$ cat src/sv/mkid_pkg.sv
// mkid_pkg: shared widths, types and codes for the matrix key debouncer
// no dependencies; used by mkid_key_cell, mkid_key_matrix and the top level
package mkid_pkg;

   localparam int ROWS         = 3;
   localparam int KEYS_PER_ROW = 3;
   localparam int NKEYS        = ROWS * KEYS_PER_ROW;

   localparam int CNT_W      = 4;
   localparam int ROW_W      = 2;
   localparam int SAMPLE_W   = 3;
   localparam int KEY_W      = 4;
   localparam int CSR_IDX_W  = 2;
   localparam int CSR_DATA_W = 4;

   typedef logic [CNT_W-1:0] count_type;

   typedef struct packed {
      count_type count_floor;
      count_type count_ceiling;
      count_type press_level;
      count_type release_level;
   } cfg_type;

   typedef struct packed {
      logic             valid;
      logic [KEY_W-1:0] key;
   } event_type;

   localparam count_type COUNTER_RESET = 4'd2;
   localparam count_type FLOOR_RESET   = 4'd2;
   localparam count_type CEILING_RESET = 4'd6;
   localparam count_type PRESS_RESET   = 4'd5;
   localparam count_type RELEASE_RESET = 4'd3;

   localparam cfg_type CFG_RESET = '{
      count_floor:   FLOOR_RESET,
      count_ceiling: CEILING_RESET,
      press_level:   PRESS_RESET,
      release_level: RELEASE_RESET
   };

   localparam event_type NO_EVENT = '0;

   // opcodes
   localparam logic OP_SCAN = 1'b0;
   localparam logic OP_READ = 1'b1;

   // configuration register indexes
   localparam logic [CSR_IDX_W-1:0] CSR_COUNT_FLOOR   = 2'd0;
   localparam logic [CSR_IDX_W-1:0] CSR_COUNT_CEILING = 2'd1;
   localparam logic [CSR_IDX_W-1:0] CSR_PRESS_LEVEL   = 2'd2;
   localparam logic [CSR_IDX_W-1:0] CSR_RELEASE_LEVEL = 2'd3;

endpackage

$ cat src/sv/mkid_key_cell.sv
// mkid_key_cell: integrating counter and pressed flag of one key
// depends on mkid_pkg
module mkid_key_cell (
   input  logic              clock,
   input  logic              reset,
   input  logic              step_en,
   input  logic              sample,
   input  mkid_pkg::cfg_type cfg,
   output logic              press
);

   mkid_pkg::count_type          cnt_ff;
   mkid_pkg::count_type          cnt_in;
   logic                         pressed_ff;
   logic                         pressed_in;
   logic [mkid_pkg::CNT_W:0]     up_sum;
   logic [mkid_pkg::CNT_W:0]     dn_diff;
   logic [mkid_pkg::CNT_W:0]     stepped;
   logic [mkid_pkg::CNT_W:0]     clamped;
   logic [mkid_pkg::CNT_W:0]     floor_x;
   logic [mkid_pkg::CNT_W:0]     ceil_x;
   logic                         below_floor;
   mkid_pkg::count_type          cnt_new;
   logic                         pressed_mid;

   always_comb begin
      floor_x = {1'b0, cfg.count_floor};
      ceil_x  = {1'b0, cfg.count_ceiling};
      up_sum  = {1'b0, cnt_ff} + {{mkid_pkg::CNT_W{1'b0}}, 1'b1};
      dn_diff = {1'b0, cnt_ff} - {{mkid_pkg::CNT_W{1'b0}}, 1'b1};
      if (sample) begin
         stepped     = up_sum;
         below_floor = (up_sum < floor_x);
      end else begin
         stepped     = dn_diff;
         // stepping down from zero goes below any floor
         below_floor = (cnt_ff == '0) || (dn_diff < floor_x);
      end
      clamped = below_floor ? floor_x : stepped;
      if (clamped > ceil_x) begin
         clamped = ceil_x;
      end
      cnt_new = clamped[mkid_pkg::CNT_W-1:0];

      // release test first, then press test
      pressed_mid = pressed_ff && !(cnt_new < cfg.release_level);
      press       = step_en && !pressed_mid && (cnt_new > cfg.press_level);

      cnt_in     = step_en ? cnt_new : cnt_ff;
      pressed_in = step_en ? (pressed_mid || press) : pressed_ff;
   end

   always_ff @(posedge clock) begin
      if (reset) begin
         cnt_ff     <= mkid_pkg::COUNTER_RESET;
         pressed_ff <= 1'b0;
      end else begin
         cnt_ff     <= cnt_in;
         pressed_ff <= pressed_in;
      end
   end

endmodule

$ cat src/sv/mkid_key_matrix.sv
// mkid_key_matrix: one key cell per key, row decode and press event select
// depends on mkid_pkg and mkid_key_cell
module mkid_key_matrix (
   input  logic                          clock,
   input  logic                          reset,
   input  logic                          scan_en,
   input  logic [mkid_pkg::ROW_W-1:0]    row_index,
   input  logic [mkid_pkg::SAMPLE_W-1:0] column_samples,
   input  mkid_pkg::cfg_type             cfg,
   output mkid_pkg::event_type           scan_event
);

   logic [mkid_pkg::NKEYS-1:0]        press;
   logic [mkid_pkg::ROWS-1:0]         row_hit;
   logic [mkid_pkg::KEYS_PER_ROW-1:0] col_sample;

   for (genvar c = 0; c < mkid_pkg::KEYS_PER_ROW; c++) begin : g_col
      if (c < mkid_pkg::SAMPLE_W) begin : g_bit
         assign col_sample[c] = column_samples[c];
      end else begin : g_none
         assign col_sample[c] = 1'b0;
      end
   end

   for (genvar r = 0; r < mkid_pkg::ROWS; r++) begin : g_row
      assign row_hit[r] = scan_en && (int'(row_index) == r);
      for (genvar c = 0; c < mkid_pkg::KEYS_PER_ROW; c++) begin : g_key
         mkid_key_cell u_cell (
            .clock   (clock),
            .reset   (reset),
            .step_en (row_hit[r]),
            .sample  (col_sample[c]),
            .cfg     (cfg),
            .press   (press[r * mkid_pkg::KEYS_PER_ROW + c])
         );
      end
   end

   // last pressing key of the row wins
   always_comb begin
      scan_event = mkid_pkg::NO_EVENT;
      for (int k = 0; k < mkid_pkg::NKEYS; k++) begin
         if (press[k]) begin
            scan_event.valid = 1'b1;
            scan_event.key   = mkid_pkg::KEY_W'(k);
         end
      end
   end

endmodule

$ cat src/sv/matrix_key_integrating_debounce_top.sv
// matrix_key_integrating_debounce_top: key matrix debouncer with csr port
// depends on mkid_pkg and mkid_key_matrix
//
//   channel   direction   handshake                fields
//   req       in          req_valid / req_stall    opcode, row_index, column_samples
//   rsp       out         rsp_valid / rsp_stall    event_valid, event_key
//   csr       in          csr_write_en             csr_index, csr_wdata
//
// one item per cycle unless rsp_stall holds; results come from the result register
// input register feeds the key cells; counters update as the result is registered
// synchronous reset puts counters at two, flags released, csr at reset values
// rsp_stall holds the result register, and req_stall rises once the input
// register is also full, so at most two items are in flight
module matrix_key_integrating_debounce_top (
   input  logic                            clock,
   input  logic                            reset,
   // request channel
   input  logic                            req_valid,
   output logic                            req_stall,
   input  logic                            req_opcode,
   input  logic [mkid_pkg::ROW_W-1:0]      req_row_index,
   input  logic [mkid_pkg::SAMPLE_W-1:0]   req_column_samples,
   // response channel
   output logic                            rsp_valid,
   input  logic                            rsp_stall,
   output logic                            rsp_event_valid,
   output logic [mkid_pkg::KEY_W-1:0]      rsp_event_key,
   // configuration write port
   input  logic                            csr_write_en,
   input  logic [mkid_pkg::CSR_IDX_W-1:0]  csr_index,
   input  logic [mkid_pkg::CSR_DATA_W-1:0] csr_wdata
);

   // configuration registers
   mkid_pkg::cfg_type   cfg_ff;
   mkid_pkg::cfg_type   cfg_in;

   // input register
   logic                          s1_valid_ff;
   logic                          s1_valid_in;
   logic                          s1_opcode_ff;
   logic [mkid_pkg::ROW_W-1:0]    s1_row_ff;
   logic [mkid_pkg::SAMPLE_W-1:0] s1_samples_ff;
   logic                          s1_load;

   // pending event and result register
   mkid_pkg::event_type pending_ff;
   mkid_pkg::event_type pending_in;
   mkid_pkg::event_type rsp_ff;
   mkid_pkg::event_type rsp_in;
   logic                rsp_valid_ff;
   logic                rsp_valid_in;

   logic                out_free;
   logic                advance;
   logic                scan_go;
   mkid_pkg::event_type scan_event;

   // handshake control
   assign out_free  = !rsp_valid_ff || !rsp_stall;
   assign advance   = s1_valid_ff && out_free;
   assign req_stall = s1_valid_ff && !out_free;
   assign s1_load   = req_valid && !req_stall;
   assign scan_go   = advance && (s1_opcode_ff == mkid_pkg::OP_SCAN);

   assign s1_valid_in  = req_stall ? s1_valid_ff : req_valid;
   assign rsp_valid_in = out_free ? advance : rsp_valid_ff;

   // csr decode
   always_comb begin
      cfg_in = cfg_ff;
      if (csr_write_en) begin
         case (csr_index)
            mkid_pkg::CSR_COUNT_FLOOR:   cfg_in.count_floor   = csr_wdata;
            mkid_pkg::CSR_COUNT_CEILING: cfg_in.count_ceiling = csr_wdata;
            mkid_pkg::CSR_PRESS_LEVEL:   cfg_in.press_level   = csr_wdata;
            mkid_pkg::CSR_RELEASE_LEVEL: cfg_in.release_level = csr_wdata;
            default:                     cfg_in = cfg_ff;
         endcase
      end
   end

   // key cells, updated as the scan leaves the input register
   mkid_key_matrix u_matrix (
      .clock          (clock),
      .reset          (reset),
      .scan_en        (scan_go),
      .row_index      (s1_row_ff),
      .column_samples (s1_samples_ff),
      .cfg            (cfg_ff),
      .scan_event     (scan_event)
   );

   // scan: report and keep the new event; read: report the pending one, then clear
   always_comb begin
      pending_in = pending_ff;
      rsp_in     = rsp_ff;
      if (advance) begin
         if (s1_opcode_ff == mkid_pkg::OP_SCAN) begin
            pending_in = scan_event;
            rsp_in     = scan_event;
         end else begin
            pending_in = mkid_pkg::NO_EVENT;
            rsp_in     = pending_ff;
         end
      end
   end

   always_ff @(posedge clock) begin
      if (reset) begin
         cfg_ff       <= mkid_pkg::CFG_RESET;
         s1_valid_ff  <= 1'b0;
         pending_ff   <= mkid_pkg::NO_EVENT;
         rsp_valid_ff <= 1'b0;
      end else begin
         cfg_ff       <= cfg_in;
         s1_valid_ff  <= s1_valid_in;
         pending_ff   <= pending_in;
         rsp_valid_ff <= rsp_valid_in;
      end
   end

   // payload registers
   always_ff @(posedge clock) begin
      if (s1_load) begin
         s1_opcode_ff  <= req_opcode;
         s1_row_ff     <= req_row_index;
         s1_samples_ff <= req_column_samples;
      end
      rsp_ff <= rsp_in;
   end

   assign rsp_valid       = rsp_valid_ff;
   assign rsp_event_valid = rsp_ff.valid;
   assign rsp_event_key   = rsp_ff.key;

   // checks
   a_key_zero_when_no_event: assert property (@(posedge clock) disable iff (reset)
      rsp_valid_ff && !rsp_ff.valid |-> rsp_ff.key == '0)
      else $error("event key nonzero without event");

   a_stall_only_when_full: assert property (@(posedge clock) disable iff (reset)
      req_stall |-> s1_valid_ff)
      else $error("request stalled with empty input register");

   a_read_clears_pending: assert property (@(posedge clock) disable iff (reset)
      advance && (s1_opcode_ff == mkid_pkg::OP_READ) |=> !pending_ff.valid)
      else $error("pending event survived a read");

   a_advance_fills_output: assert property (@(posedge clock) disable iff (reset)
      advance |=> rsp_valid_ff)
      else $error("item left input register without a result");

   a_pending_key_zero: assert property (@(posedge clock) disable iff (reset)
      !pending_ff.valid |-> pending_ff.key == '0)
      else $error("pending key nonzero without event");

endmodule

$ cat config.mk
export PLATFORM = sky130hd
export DESIGN_NAME = matrix_key_integrating_debounce_top
export DESIGN_NICKNAME = d
export VERILOG_FILES = /design/src/sv/mkid_pkg.sv /design/src/sv/mkid_key_cell.sv /design/src/sv/mkid_key_matrix.sv /design/src/sv/matrix_key_integrating_debounce_top.sv
export SDC_FILE = /design/constraint.sdc
export NUM_CORES = 1
export LEC_CHECK = 0
export BUFFER_PORTS_ARGS = -buffer_cell sky130_fd_sc_hd__buf_2
export CAP_MARGIN = 20
export CORE_MARGIN = 3
export CORE_UTILIZATION = 47
export CTS_CLUSTER_SIZE = 10
export DETAILED_ROUTE_END_ITERATION = 16
export MAX_ROUTING_LAYER = met4
export SKIP_LAST_GASP = 1
export SLEW_MARGIN = 30
export SYNTH_ARGS = -nofsm -noshare
export SYNTH_HDL_FRONTEND = slang
export SYNTH_SLANG_ARGS = --single-unit
$ cat constraint.sdc
create_clock -name clock -period 15.49 [get_ports clock]
set_input_delay 3.098 -clock clock [delete_from_list [all_inputs] [get_ports clock]]
set_output_delay 3.098 -clock clock [all_outputs]
set_load 0.05 [all_outputs]
# Word level (Yosys, flattened, before mapping)
# Index checks and enable logic that the tools add are counted.
dict set report totals {
  regBits 79
  out_inout_bits 7
}
dict set report op_classes {
  addsub 18
  n_lt_le_gt_ge 45
  n_eq_ne 5
  muxes 47
  n_bitwise 1
  reduce_logical 90
}
# cell count
set op_table {}
lappend op_table {{$mux W5} 29}
lappend op_table {{$lt A5 B4 Y1} 18}
lappend op_table {{$add A4 B1 Y5 const B} 9}
lappend op_table {{$gt A5 B4 Y1} 9}
lappend op_table {{$sub A4 B1 Y5 const B} 9}
lappend op_table {{$gt A4 B4 Y1} 9}
lappend op_table {{$logic_not A4 Y1} 9}
lappend op_table {{$lt A4 B4 Y1} 9}
lappend op_table {{$mux W4} 9}
lappend op_table {{$logic_and A1 B1 Y1} 34}
lappend op_table {{$logic_not A1 Y1} 22}
lappend op_table {{$logic_or A1 B1 Y1} 19}
lappend op_table {{$mux W1} 9}
lappend op_table {{$eq A2 B2 Y1 const B} 4}
lappend op_table {{$reduce_and A2 Y1} 4}
lappend op_table {{$logic_not A2 Y1} 2}
lappend op_table {{$eq A2 B1 Y1 const B} 1}
lappend op_table {{$not A1 Y1} 1}

# Logic depth before layout (Yosys ltp)
# Gate-level depths: netlist (run 1).
dict set report depth {
  word_depth 23
  ltp_mapped 27
  mapped_depth_nobuf 27
}

# Modules after synthesis
# A second synthesis (run 1) with hierarchy kept.
dict set report unflattened {
  hier_cells 1361
  area_unflattened_um2 10734.0
}
# mod instances cells_each area_each_um2
set by_module_without_submodules {}
lappend by_module_without_submodules {{mkid_key_cell at u_matrix.g_row[1].g_key[1].u_cell ...} 5 138 1014.7}
lappend by_module_without_submodules {{mkid_key_cell at u_matrix.g_row[0].g_key[0].u_cell ...} 4 135 1041.0}
lappend by_module_without_submodules {matrix_key_integrating_debounce_top 1 113 1377.6}
lappend by_module_without_submodules {mkid_key_matrix 1 18 118.9}

# Worst setup path before layout (run 1)
# No wires, ideal clock.
dict set report synth_path {
  path_kind {input-to-output}
  from {input rsp_stall}
  to {output req_stall}
  arrival_ps 3579
  t_required_ps 12392
  path_slack_ps 8813
  path_stages 1
  n_path_buf 0
  path_cell_list {and3_1}
}
dict set report synth_via {
  elab_chain_len 4
}
# element line
set synth_rtl {}
lappend synth_rtl {{from (decl)} matrix_key_integrating_debounce_top.sv:25} ;# input logic rsp_stall,
lappend synth_rtl {{$logic_not A1 Y1} matrix_key_integrating_debounce_top.sv:60} ;# assign out_free = !rsp_valid_ff || !rsp_stall;
lappend synth_rtl {{$logic_or A1 B1 Y1} matrix_key_integrating_debounce_top.sv:60}
lappend synth_rtl {{$logic_not A1 Y1} matrix_key_integrating_debounce_top.sv:62} ;# assign req_stall = s1_valid_ff && !out_free;
lappend synth_rtl {{$logic_and A1 B1 Y1} matrix_key_integrating_debounce_top.sv:62}
lappend synth_rtl {{to (decl)} matrix_key_integrating_debounce_top.sv:19} ;# output logic req_stall,
# No other way between the ends.

# Worst setup path in the final report (run 1)
# Ends and elaborated chain as after synthesis.

==> results_dict.tcl, run 1 <==
set metrics [dict create \
    synthTopCellsByArea "ha_1 (25%), dfxtp_1 (15%), mux2i_1 (6.6%), a21oi_1 (5.2%), nand2_1 (5.1%)" \
    cts_setup_buffers 0 \
    startpoint_type "primary input" \
    report.final.slew_viol_count 0 \
    hpwl_mm 17.6 \
    cts_buffers 9 \
    syn_nets 1294 \
    grt_usage_pct 23.3 \
    drtIter0Drc 436 \
    die_area_um2 21200 \
    worstMarginPinSlew_ns 0.882 \
    p_per_area_nw_per_um2 69.5 \
    ir_drop_uv 107 \
    root_buffer "clkbuf_16" \
    drive_above_1_share_pct 8.50 \
    dr_total_vias 7886 \
    post_dp_cell_area_um2 9500 \
    p_total_w 0.000683 \
    cp.arrival_ns 3.65 \
    numPortBuffers 23 \
    ys_warn_count 0 \
    ys_seq_area_share_pct 18.5 \
    drt_wl_total_mm 24.0 \
    drc 0 \
    seq_area_um2 1690 \
    synth_seq_cells 79 \
    synth_cell_types 75 \
    status "finished clean" \
    ios 24 \
    n_fill_cell 1857 \
    async_flop_share_pct 0 \
    hold_path_class "reg2reg" \
    cts_max_path_buffers 2 \
    diodes 0 \
    critPathMaxFanout 3 \
    clk_latency_ns 0.35 \
    synthFlopType "dfxtp_1" \
    drv_cap 0 \
    post-route-min-period_ns 6.75 \
    ant_nets 0 \
    worst_slack_ns 8.74 \
    setup_tns_ns 0 \
    dieWidth_um 146 \
    max_slew_margin_pct 41.1 \
    fin_nets 1298 \
    crit_path_end_kind "primary output" \
    viasPerCell 5.77 \
    num_rows 50 \
    max_freq_ghz 0.148 \
    wire_per_inst_um 17.6 \
    timing.final.crit_share_pct 43.6 \
    clkSinkCount 79 \
    antenna_found_initial 0 \
    first_pass_iters 4 \
    die_h_um 146 \
    syn-cell-area_um2 9170 \
    grt_first_pass_wirelength_mm 39.3 \
    setup_viol 0 \
    core_um2 19000 \
    grt_pass1_vias 7526 \
    stdcell_area_um2 9820 \
    multiInputGateArea_um2 7040 \
    final_common_cell "ha_1" \
    synth_top_area_share_pct 24.6 \
    crit_required_ns 12.39 \
    place_ws_ns 8.74 \
    cts_tree "done" \
    synth_edf_count 11 \
    clk_pin_slew_worst_paths_ns 0.06 \
    finalHoldViolCount 0 \
    initial_core_util_pct 48.3 \
    fin_worst_skew_ns 0.00725 \
    grt_max_degree 46 \
    overflow 0 \
    rsz0062_at_grt "no" \
    place_congestion 0.834 \
    crit_type "in2out" \
    leakagePower_nw 4.52 \
    ctsHoldBuffers 0 \
    cts-resized-gates 0 \
    synth_area_per_cell_um2 8.35 \
    syn_inst 1097 \
    mostFrequentLayoutCells "ha_1 (180), nand2_1 (125), a21oi_1 (95), dfxtp_1 (68), mux2i_1 (60)" \
    htreeDepth 3 \
    synth_area_leader_cell "ha_1" \
    area_growth_pct 7.17 \
    fin_hold_ws_ns 0.475 \
]
[registers in the layout, indices dropped and copies added, names as in the netlist, 2 cells and up]
signal,cells
s1_samples_ff,3
s1_row_ff,2
pending_ff,5
u_matrix.g_row.g_key.u_cell.cnt_ff,36
cfg_ff,16
rsp_event_key,4
u_matrix.g_row.g_key.u_cell.pressed_ff,9
[per-layer routing]
| layer | GRT usage (%) | routed length [um] | part of all wire, % |
|---|---|---|---|
| met4 | 5.56 | 398 | 1.7 |
| met5 | - | 0 | 0 |
| met2 | 37.0 | 10800 | 45 |
| met3 | 3.77 | 995 | 4.1 |
| met1 | 31.4 | 11800 | 49 |
[cell usage after synthesis, drive strengths merged, types with 8 or more instances]
master / instances
nor3b: 9
o31ai: 9
nand3: 16
a21o: 12
o21ai: 73
nand4: 13
a41oi: 8
buf: 17
nor2: 55
dfxtp: 68
nand2: 125
nor2b: 17
a2111oi: 17
o21a: 25
clkbuf: 26
ha: 180
edfxtp: 11
mux2i: 60
inv: 61
and3: 10
nor3: 24
a211oi: 12
o211ai: 21
and2: 18
or3: 8
a21oi: 96
xor2: 36
xnor2: 9
[area by class of cell]
cell class	instances	share of cell area, %
repair buffers	36	2.14
flip-flops and latches	79	17.2
clock buffers	9	2.29
inverters	62	2.37
clock inverters	7	0.955
well taps	260	3.31
multi-input cells	913	71.7
[through the flow]
stage,util (%),cells
global placement,50.1,1349
global route,51.8,1366
CTS,51.8,1365
detailed placement,50.1,1349
floorplan,-,1097
finish,51.8,1366
[critical path: stages]
cell	delay, ns
buf_2	0.09
and3_1	0.19
buf_2	0.27
[cells by family after synthesis]
group | Yosys count | share of synthesized area [%]
and+or+nand+nor | 317 | 17.1
AOI/OAI and AO/OA | 308 | 23.9
adders and majority gates | 180 | 24.6
buffers and inverters | 105 | 4.70
DFF | 79 | 18.5
muxes | 63 | 6.92
xor gates and xnor gates | 45 | 4.30
[path summary, 6_finish.rpt]
path	startpoint	endpoint	slack, ns	depth (start not counted)
worst max register to register	u_matrix.g_row[2].g_key[1].u_cell.cnt_ff[0]	rsp_event_key[2]	9.34	25
worst max-delay path	rsp_stall	req_stall	8.74	3
worst min-delay path	pending_ff[2]	pending_ff[2]	0.47	2
worst min register to register	pending_ff[2]	pending_ff[2]	0.47	2
[power by group]
part,internal [W],total (W),switching (W),leakage [nW]
registers,0.000214,0.000223,0.00000888,0.657
logic,0.0000957,0.000229,0.000133,3.71
clock network,0.000141,0.000232,0.0000902,0.154
total,0.000451,0.000683,0.000232,4.52
Note: power is estimated with default switching activity, not from simulation.
==> inputs of run 2 (changes only) <==
==> constraint.sdc (replaced) <==
create_clock -name clock -period 6.3 [get_ports clock]
set_input_delay 1.26 -clock clock [delete_from_list [all_inputs] [get_ports clock]]
set_output_delay 1.26 -clock clock [all_outputs]
set_load 0.05 [all_outputs]
==> run 2 against run 1 <==
  * Total power is 140% higher
  * Combinational power rose to 2.5 times the previous value
  * Die area stayed put
  * Final area grew 0.68%
  * Largest cell class unchanged
  * Highest routed layer unchanged
==> results_dict.tcl, run 2 (same netlist as run 1, synthesis figures left out) <==
set metrics [dict create \
    place_congestion 0.909 \
    place_ws_ns 0.318 \
    worstMarginPinSlew_ns 0.901 \
    worst_slack_ns 0.439 \
    top_regs "u_matrix.g_row.g_key.u_cell.cnt_ff x36, cfg_ff x16, u_matrix.g_row.g_key.u_cell.pressed_ff x9" \
    fin_util_pct 52.2 \
    use_met3_pct 2.87 \
    post-route-min-period_ns 5.86 \
    report.final.slew_viol_count 0 \
    dieWidth_um 146 \
    grtUsageMet2_pct 37.7 \
    diodes 0 \
    initial_core_util_pct 48.3 \
    fin_hold_ws_ns 0.466 \
    grt_usage_pct 23.8 \
    crit_type "reg2reg" \
    max_slew_margin_pct 39.8 \
    reg2reg_setup_slack_ns 0.44 \
    htreeDepth 3 \
    drive_above_1_share_pct 9.35 \
    cts_setup_buffers 0 \
    top_register "u_matrix.g_row.g_key.u_cell.cnt_ff" \
    crit_top_cell "ha_1" \
    ctsHoldBuffers 0 \
    fin_worst_skew_ns 0.00905 \
    grt_first_pass_wirelength_mm 39.6 \
    ios 24 \
    setup_tns_ns 0 \
    hold_path_class "reg2reg" \
    first_pass_iters 5 \
    cp-endpoint "rsp_event_key[2]" \
    leakagePower_nw 4.54 \
    fin_nets 1304 \
    slowest_stage "a2111oi_4" \
    critPathMaxFanout 6 \
    cp.arrival_ns 5.94 \
    dpl.cell_count 1356 \
    antenna_found_initial 0 \
    clk_latency_ns 0.35 \
    largest_reg_flops 36 \
    ant_nets 0 \
    gr-usage-met1_pct 32.5 \
    grt_pass1_vias 7496 \
    drtIter0Drc 489 \
    setup_viol 0 \
    viasPerCell 5.82 \
    p_per_area_nw_per_um2 165 \
    timing.final.crit_share_pct 93.0 \
    grt_max_degree 46 \
    mostFrequentLayoutCells "ha_1 (180), nand2_1 (125), a21oi_1 (94), dfxtp_1 (67), mux2i_1 (60)" \
    cp-startpoint "u_matrix.g_row[2].g_key[1].u_cell.cnt_ff[1]" \
    overflow 0 \
    max_freq_ghz 0.171 \
    instances_no_fill 1372 \
    finalHoldViolCount 0 \
    ir_drop_uv 219 \
    clkSinkCount 79 \
    num_rows 50 \
    cts-resized-gates 0 \
    drc 0 \
    cts_tree "done" \
    final_common_cell "ha_1" \
    dr_total_vias 7991 \
    r2r-start "u_matrix.g_row[2].g_key[1].u_cell.cnt_ff[1]" \
    numPortBuffers 23 \
    cts_buffers 9 \
    die_h_um 146 \
    crit_path_end_kind "flip-flop" \
    status "finished clean" \
    core_um2 19000 \
    area_growth_pct 7.89 \
    crit_required_ns 6.38 \
    hpwl_mm 18.8 \
    drv_cap 0 \
    cts_max_path_buffers 2 \
    r2r_end "rsp_event_key[2]" \
    clk_pin_slew_worst_paths_ns 0.06 \
    root_buffer "clkbuf_16" \
    startpoint_type "flip-flop" \
    die_area_um2 21200 \
    top_usage_layer "met2" \
    worst_path_largest_cell_delay_ns 0.47 \
    drt_wl_total_mm 24.9 \
    rr_worst_depth 25 \
    wire_per_inst_um 18.1 \
]
-- run 2: cell type report --
class	instances	area [um^2]
sequential	79	1690
clock inverter	5	50.0
timing repair buffer	42	270
clock buffer	11	233
multi-input combinational	913	7080
fill	1820	9070
inverter	62	233
tap	260	325
-- run 2: where the power goes --
part,internal (W),switching [W]
combinational,0.000242,0.000335
sequential,0.000526,0.0000198
clock,0.000304,0.000210
total,0.00107,0.000565
-- run 2: per-stage QoR --
stage | total power [W] | area (um^2)
after CTS | 0.00164 | 9850
after floorplan | 0.000990 | 9170
after detailed placement | 0.00112 | 9560
after global placement | 0.00111 | 9560
final | 0.00164 | 9890
after global routing | 0.00174 | 9890
-- run 2: how the worst min path moves through the flow --
stage	start	slack, ns	cells past startpoint	to
after global routing	u_matrix.g_row[2].g_key[1].u_cell.pressed_ff	0.50	2	u_matrix.g_row[2].g_key[1].u_cell.pressed_ff
after detailed placement	pending_ff[2]	0.46	2	pending_ff[2]
after global placement	cfg_ff[1]	0.46	2	cfg_ff[1]
after CTS	pending_ff[2]	0.47	2	pending_ff[2]
final	pending_ff[2]	0.47	2	pending_ff[2]
after floorplan	pending_ff[2]	0.44	2	pending_ff[2]
-- run 2: critical path, delay by kind of cell, from the launching register on --
kind,cells,cell delay [ns]
xor+xnor,1,0.22
fa+ha+maj,4,1.10
simple gates,6,0.90
mux,1,0.18
flops,1,0.38
compound gates,13,2.81
-- run 2: layer usage --
metal	wire [um]	up-vias
li1	-	4052
met1	12200	3766
met2	11400	146
met3	954	27
met4	355	0
met5	0	-
